<file path="src/sv/ocsvm_pkg.sv">
// Shared constants, codes, tables and helpers of the one-class SVM scorer.
package ocsvm_pkg;

  localparam int MaxVectors  = 256;
  localparam int MaxFeatures = 16;
  localparam int VecAw       = $clog2(MaxVectors);
  localparam int FeatAw      = $clog2(MaxFeatures);
  localparam int VecCntW     = $clog2(MaxVectors + 1);
  localparam int FeatCntW    = $clog2(MaxFeatures + 1);

  // tanh divider: numerator, denominator and quotient widths
  localparam int DivNumW = 34;
  localparam int DivDenW = 18;
  localparam int DivQW   = 17;
  localparam int DivCntW = $clog2(DivNumW);

  typedef enum logic [1:0] {
    CMD_LOAD_VEC  = 2'd0,
    CMD_LOAD_COEF = 2'd1,
    CMD_SAMPLE    = 2'd2
  } cmd_t;

  typedef enum logic [1:0] {
    KERN_LINEAR  = 2'd0,
    KERN_RBF     = 2'd1,
    KERN_POLY    = 2'd2,
    KERN_SIGMOID = 2'd3
  } kern_t;

  typedef enum logic [2:0] {
    REG_KERNEL_KIND   = 3'd0,
    REG_GAMMA_SCALE   = 3'd1,
    REG_OFFSET_TERM   = 3'd2,
    REG_POLY_DEGREE   = 3'd3,
    REG_BIAS_RHO      = 3'd4,
    REG_VECTOR_COUNT  = 3'd5,
    REG_FEATURE_COUNT = 3'd6
  } reg_idx_t;

  // round(65536 * e^-k)
  function automatic logic [16:0] exp_int(input logic [3:0] k);
    logic [16:0] r;
    case (k)
      4'd0:    r = 17'd65536;
      4'd1:    r = 17'd24109;
      4'd2:    r = 17'd8869;
      4'd3:    r = 17'd3263;
      4'd4:    r = 17'd1200;
      4'd5:    r = 17'd442;
      4'd6:    r = 17'd162;
      4'd7:    r = 17'd60;
      4'd8:    r = 17'd22;
      4'd9:    r = 17'd8;
      4'd10:   r = 17'd3;
      4'd11:   r = 17'd1;
      default: r = 17'd0;
    endcase
    return r;
  endfunction

  // round(65536 * e^-(i/8))
  function automatic logic [16:0] exp_frac(input logic [3:0] i);
    logic [16:0] r;
    case (i)
      4'd0:    r = 17'd65536;
      4'd1:    r = 17'd57835;
      4'd2:    r = 17'd51039;
      4'd3:    r = 17'd45042;
      4'd4:    r = 17'd39750;
      4'd5:    r = 17'd35079;
      4'd6:    r = 17'd30957;
      4'd7:    r = 17'd27319;
      4'd8:    r = 17'd24109;
      default: r = 17'd0;
    endcase
    return r;
  endfunction

  function automatic logic signed [31:0] sat32(input logic signed [63:0] v);
    logic signed [31:0] r;
    if (v > 64'sd2147483647) r = 32'sh7FFFFFFF;
    else if (v < -64'sd2147483648) r = 32'sh80000000;
    else r = v[31:0];
    return r;
  endfunction

endpackage

</file>
<file path="src/sv/ocsvm_div.sv">
// Restoring shift-subtract divider, one quotient bit per cycle.
module ocsvm_div (
  input  logic                            clk,
  input  logic                            rst,
  input  logic                            start,
  input  logic [ocsvm_pkg::DivNumW-1:0]   num,
  input  logic [ocsvm_pkg::DivDenW-1:0]   den,
  output logic                            done,
  output logic [ocsvm_pkg::DivQW-1:0]     quot
);

  logic                            busy;
  logic [ocsvm_pkg::DivCntW-1:0]   cnt;
  logic [ocsvm_pkg::DivDenW:0]     rem;
  logic [ocsvm_pkg::DivNumW-1:0]   nreg;
  logic [ocsvm_pkg::DivDenW:0]     shifted;
  logic [ocsvm_pkg::DivDenW+1:0]   diff;
  logic                            ge;

  // trial subtract of the divisor from the shifted remainder
  always_comb begin
    shifted = {rem[ocsvm_pkg::DivDenW-1:0], nreg[ocsvm_pkg::DivNumW-1]};
    diff    = {1'b0, shifted} - {2'b00, den};
    ge      = ~diff[ocsvm_pkg::DivDenW+1];
  end

  always_ff @(posedge clk) begin
    if (rst) begin
      busy <= 1'b0;
      done <= 1'b0;
      cnt  <= '0;
    end else begin
      done <= 1'b0;
      if (start) begin
        busy <= 1'b1;
        cnt  <= '0;
        rem  <= '0;
        nreg <= num;
      end else if (busy) begin
        rem  <= ge ? diff[ocsvm_pkg::DivDenW:0] : shifted;
        nreg <= {nreg[ocsvm_pkg::DivNumW-2:0], ge};
        cnt  <= cnt + 1'b1;
        if (cnt == ocsvm_pkg::DivCntW'(ocsvm_pkg::DivNumW - 1)) begin
          busy <= 1'b0;
          done <= 1'b1;
        end
      end
    end
  end

  // quotient bits have shifted in from the bottom
  assign quot = nreg[ocsvm_pkg::DivQW-1:0];

endmodule

</file>
<file path="config.mk">
export PLATFORM = sky130hd
export DESIGN_NAME = ocsvm_div
export DESIGN_NICKNAME = d
export VERILOG_FILES = /design/src/sv/ocsvm_pkg.sv /design/src/sv/ocsvm_div.sv
export SDC_FILE = /design/constraint.sdc
export NUM_CORES = 1
export LEC_CHECK = 0
export ABC_AREA = 0
export BUFFER_PORTS_ARGS = -buffer_cell sky130_fd_sc_hd__buf_2
export CAP_MARGIN = 20
export CORE_MARGIN = 2
export CORE_UTILIZATION = 40
export DETAILED_ROUTE_END_ITERATION = 16
export GPL_TIMING_DRIVEN = 0
export HOLD_SLACK_MARGIN = 0.08
export SLEW_MARGIN = 20
export SYNTH_ARGS = -nofsm -noshare
export SYNTH_HDL_FRONTEND = slang
export SYNTH_SLANG_ARGS = --single-unit
</file>
<file path="constraint.sdc">
create_clock -name clk -period 4.3 [get_ports clk]
set_input_delay 0.43 -clock clk [delete_from_list [all_inputs] [get_ports clk]]
set_output_delay 0.43 -clock clk [all_outputs]
set_load 0.02 [all_outputs]
</file>
======== Word level (Yosys, flattened, before mapping) ========
Cells that the tools add are included.
word-level totals
  register bits ........................... 60
  latch bits .............................. 0
  memory bits (writable) .................. 0
  bits in read-only memories .............. 0
  input port bits ......................... 55
  output and inout port bits .............. 18
  word-level logic and storage cells ...... 23
  memories kept ........................... 0
cells by class
  add/sub/neg operators ................... 2
  multiply operators ...................... 0
  divide/modulo/power cells ............... 0
  $lt $le $gt $ge ......................... 0
  equal/unequal tests ..................... 1
  shift operators ......................... 0
  mux-type cells .......................... 8
  bitwise operators ....................... 3
  reductions and logical operators ........ 4
operators with widths
  kind                                                           count
  34-bit 2-to-1 mux                                              2
  18-bit 2-to-1 mux                                              2
  19-bit by 18-bit subtractor with 20-bit output                 1
  6-bit by 1-bit adder with 6-bit output, second input constant  1
  6-bit equality test, second input constant                     1
  1-bit 2-to-1 mux                                               4
  1-bit NOT                                                      3
  3-bit OR reduction                                             1
  2-bit AND reduction                                            1
  2-bit nonzero test                                             1
  2-bit OR reduction                                             1

======== Logic depth before layout (Yosys ltp) ========
  depth in word-level cells ............... 4
  gate-level depth with buffers ........... 11
  depth with buffers taken out ............ 11

======== Worst setup path before layout ========
Ideal clock, no wire load.
  path kind ............................... input to register
  from .................................... input start
  to ...................................... register nreg[0] (netlist name) (enable)
  library setup time ...................... 0.463 ns
  arrival time ............................ 3.343 ns
  data required time ...................... 3.837 ns
  path slack .............................. 0.493 ns
  stages .................................. 4
  buffers on the path ..................... 2
  cell sequence ........................... clkbuf_1 > clkbuf_1 > nor2_1 > nor2_1
between the ends
  longest elaborated chain between the ends .. 2
ends and longest elaborated chain
  element                        RTL line         text
  from (decl)                    ocsvm_div.sv:5   input logic start,
  2-bit nonzero test (no line)   n/a
  2-bit AND reduction (no line)  n/a
  to (signal assigned)           ocsvm_div.sv:38  nreg <= num;
  to (signal assigned)           ocsvm_div.sv:41  nreg <= {nreg[ocsvm_pkg::DivNumW-2:0], ge};
  to (decl)                      ocsvm_div.sv:15  logic [ocsvm_pkg::DivNumW-1:0] nreg;
No other way between the ends.
A chain may end at the register's enable or synchronous reset.

======== Worst setup path in the final report ========
  from .................................... register nreg[33] (netlist name)
  to ...................................... register rem[14] (netlist name) (data pin)
between the ends
  longest elaborated chain between the ends .. 3
ends and longest elaborated chain
  element                                         RTL line         text
  19-bit by 18-bit subtractor with 20-bit output  ocsvm_div.sv:23  diff = {1'b0, shifted} - {2'b00, den};
  18-bit 2-to-1 mux                               ocsvm_div.sv:40  rem <= ge ? diff[ocsvm_pkg::DivDenW:0] : shifted;
  18-bit 2-to-1 mux                               ocsvm_div.sv:39  end else if (busy) begin
  to (signal assigned)                            ocsvm_div.sv:40
  to (decl)                                       ocsvm_div.sv:14  logic [ocsvm_pkg::DivDenW:0] rem;
No other way between the ends. The select of a mux whose other input is x is not followed.

==> impl_metrics.json <==
{
  "grt_max_degree": 20,
  "fmax_mhz": 337,
  "stdcell_count": 521,
  "synthAdderAreaFrac_pct": 7.37,
  "setup-tns-final_ps": 0,
  "core_area_sq_mm": 0.00881,
  "power_mw": 1.62,
  "crit_arrival_ps": 3030,
  "pwr-share-comb_pct": 24.9,
  "clockBufferDepth": 2,
  "finClkSkew_ps": 13.9,
  "synth_edf_count": 52,
  "ys_ff_latch": 60,
  "dp_cells": 505,
  "seqPwrFrac_pct": 43.7,
  "final_util_pct": 50.2,
  "maxSlewViolCount": 0,
  "die_h_um": 99.8,
  "track_usage_pct": 15.3,
  "viasPerCell": 4.94,
  "overflow": 0,
  "synthArstFlopShare_pct": 0,
  "clk_pin_slew_ps": 80,
  "die_x_um": 99.8,
  "worstMarginPinSlew_ps": 652,
  "setup_violations": 0,
  "ioPinCount": 73,
  "power.switching_uw": 470,
  "crit_type": "flop to flop",
  "antenna_found_initial": 0,
  "clock_sinks": 60,
  "timing.final.crit_share_pct": 69.0,
  "syn_nets": 399,
  "synth-compound-area-share_pct": 12.6,
  "insertion_delay_ps": 340,
  "diodes": 0,
  "cts_made_buffers": 9,
  "holdWs_ps": 383,
  "finalWeightedCongestion": 0.898,
  "grtUsageMet1_pct": 19.6,
  "hpwl_um": 5410,
  "drive_gt1_share_pct": 38.7,
  "muxShareOfSynthArea_pct": 13.2,
  "postRouteAntennaNets": 0,
  "wl_um": 7320,
  "cp.required_ps": 4360,
  "timing.final.crit_period_ps": 2970,
  "area_growth_pct": 20.4,
  "cts_hold_buffers": 0,
  "drc_errors": 0,
  "grtUsageMet3_pct": 3.23,
  "dpl_cell_area_sq_mm": 0.00423,
  "start_util_pct": 41.7,
  "ys.flop_type": "edfxtp_1",
  "synthesis.instances": 323,
  "fillers": 855,
  "post_synth_num_cell_types": 45,
  "cts_resized": 0,
  "cts-root-buf": "clkbuf_8",
  "htreeDepth": 3,
  "mostFrequentLayoutCell": "buf_2",
  "status": "completed",
  "drv_cap": 0,
  "sw_frac_of_total_pct": 29.0,
  "p_clk_share_pct": 31.4,
  "synth_top_family_by_area": "multiplexers",
  "cts_tree": "yes",
  "setup_slack_ps": 1330,
  "routedWlPerCell_um": 14.1,
  "start_kind": "flop",
  "critPathCaptureType": "flop",
  "drt_iter0_drc": 47,
  "worst-path-max-fanout": 3,
  "placement.io_buffers": 72,
  "grt_pass1_vias": 2573,
  "cts_setup_buffers": 0,
  "synthSimpleGateAreaFrac_pct": 7.88,
  "rsz0062_at_grt": "false",
  "dieArea_sq_mm": 0.00995,
  "use_met2_pct": 24.8,
  "core.rowCount": 34,
  "regArea_sq_mm": 0.00172,
  "ir_drop_v": 0.000220,
  "syn_avg_cell_area_sq_um": 11.4,
  "num-nets-final": 484,
  "synth_xor_xnor_area_share_pct": 4.30,
  "hold_viol_final": 0,
  "p_per_area_mw_per_mm2": 366,
  "grt.busiest_layer": "met2",
  "grt_first_pass_wirelength_um": 12000,
  "p_int_mw": 1.15,
  "ys.warnings.count": 0,
  "drt-pass1-iter-count": 4,
  "post-place-ws_ps": 1280,
  "final_area_sq_mm": 0.00442,
  "hold_class": "primary input to flop",
  "slew_headroom_pct": 56.4,
  "multi_input_area_sq_mm": 0.00167,
  "ys_seq_area_share_pct": 46.9,
  "cellLeakagePower_nw": 1.88,
  "layout_common_cells": "buf_2, edfxtp_1, mux2_2",
  "syn_area_sq_mm": 0.00367,
  "vias": 2576
}
## area by class of cell
class	count	area share, %
Sequential cell	60	39.0
Clock inverter	6	1.44
Inverter	27	2.29
Timing Repair Buffer	74	9.40
Tap cell	108	3.06
Clock buffer	10	2.89
Buffer	27	4.16
Multi-Input combinational cell	209	37.8
## state kept, by name, indices dropped and copies added (netlist names)
register / cells
cnt: 6
done: 1
nreg: 34
rem: 18
busy: 1
## critical path, cell delays in order, from the launching register on
cell	delay, ps
edfxtp_1	400
inv_1	70
ha_1	150
inv_1	60
fa_1	420
a211oi_1	350
o21a_1	220
o21ai_0	160
a31o_2	310
a21boi_0	220
xor2_1	240
a211oi_2	90
## synthesized netlist by cell type (3+ instances only)
cell / n / area share [%]
edfxtp_1: 52 / 43
mux2_2: 34 / 10
inv_1: 27 / 2.8
nor2_1: 24 / 2.5
a21oi_1: 20 / 2.7
ha_1: 20 / 6.8
buf_4: 17 / 3.5
nand2_1: 17 / 1.7
mux2i_1: 10 / 2.7
xor2_1: 10 / 2.4
o21ai_0: 9 / 1.2
clkbuf_1: 8 / 0.82
dfxtp_1: 8 / 4.4
xnor2_1: 8 / 1.9
a211oi_2: 5 / 1.7
a211oi_1: 4 / 0.82
a21o_1: 4 / 0.82
nor2_2: 4 / 0.68
o21a_1: 4 / 0.82
nand2b_1: 3 / 0.51
o21bai_1: 3 / 0.61
or3_1: 3 / 0.51
## path summary, 6_finish.rpt
path | slack (ps) | depth (start not counted) | from | end
max | 1330 | 11 | nreg[33] | rem[14]
min | 380 | 2 | num[4] | nreg[4]
max reg2reg | 1330 | 11 | nreg[33] | rem[14]
min reg2reg | 500 | 2 | cnt[5] | cnt[5]
## metal layers
layer	wire, um	up-vias
met5	0	-
met4	125	0
met3	288	9
met2	3510	47
met1	3400	1209
li1	-	1311
## power by group through the flow
stage	Combinational (mW)	Clock [mW]	Sequential [mW]
finish	0.402	0.508	0.708
global route	0.447	0.540	0.713
global placement	0.389	0	0.724
CTS	0.406	0.521	0.709
detailed placement	0.403	0	0.722
floorplan	0.305	0	0.717
## cell families (layout without fill, tap and decap cells)
logic type | Yosys count | count (layout)
muxes | 44 | 44
adders and majority gates | 21 | 21
xor gates and xnor gates | 18 | 18
and+or+nand+nor | 62 | 62
buffers and inverters | 54 | 144
DFF | 60 | 60
AOI/OAI and AO/OA | 64 | 64
Power figures use the tool's default switching activity.
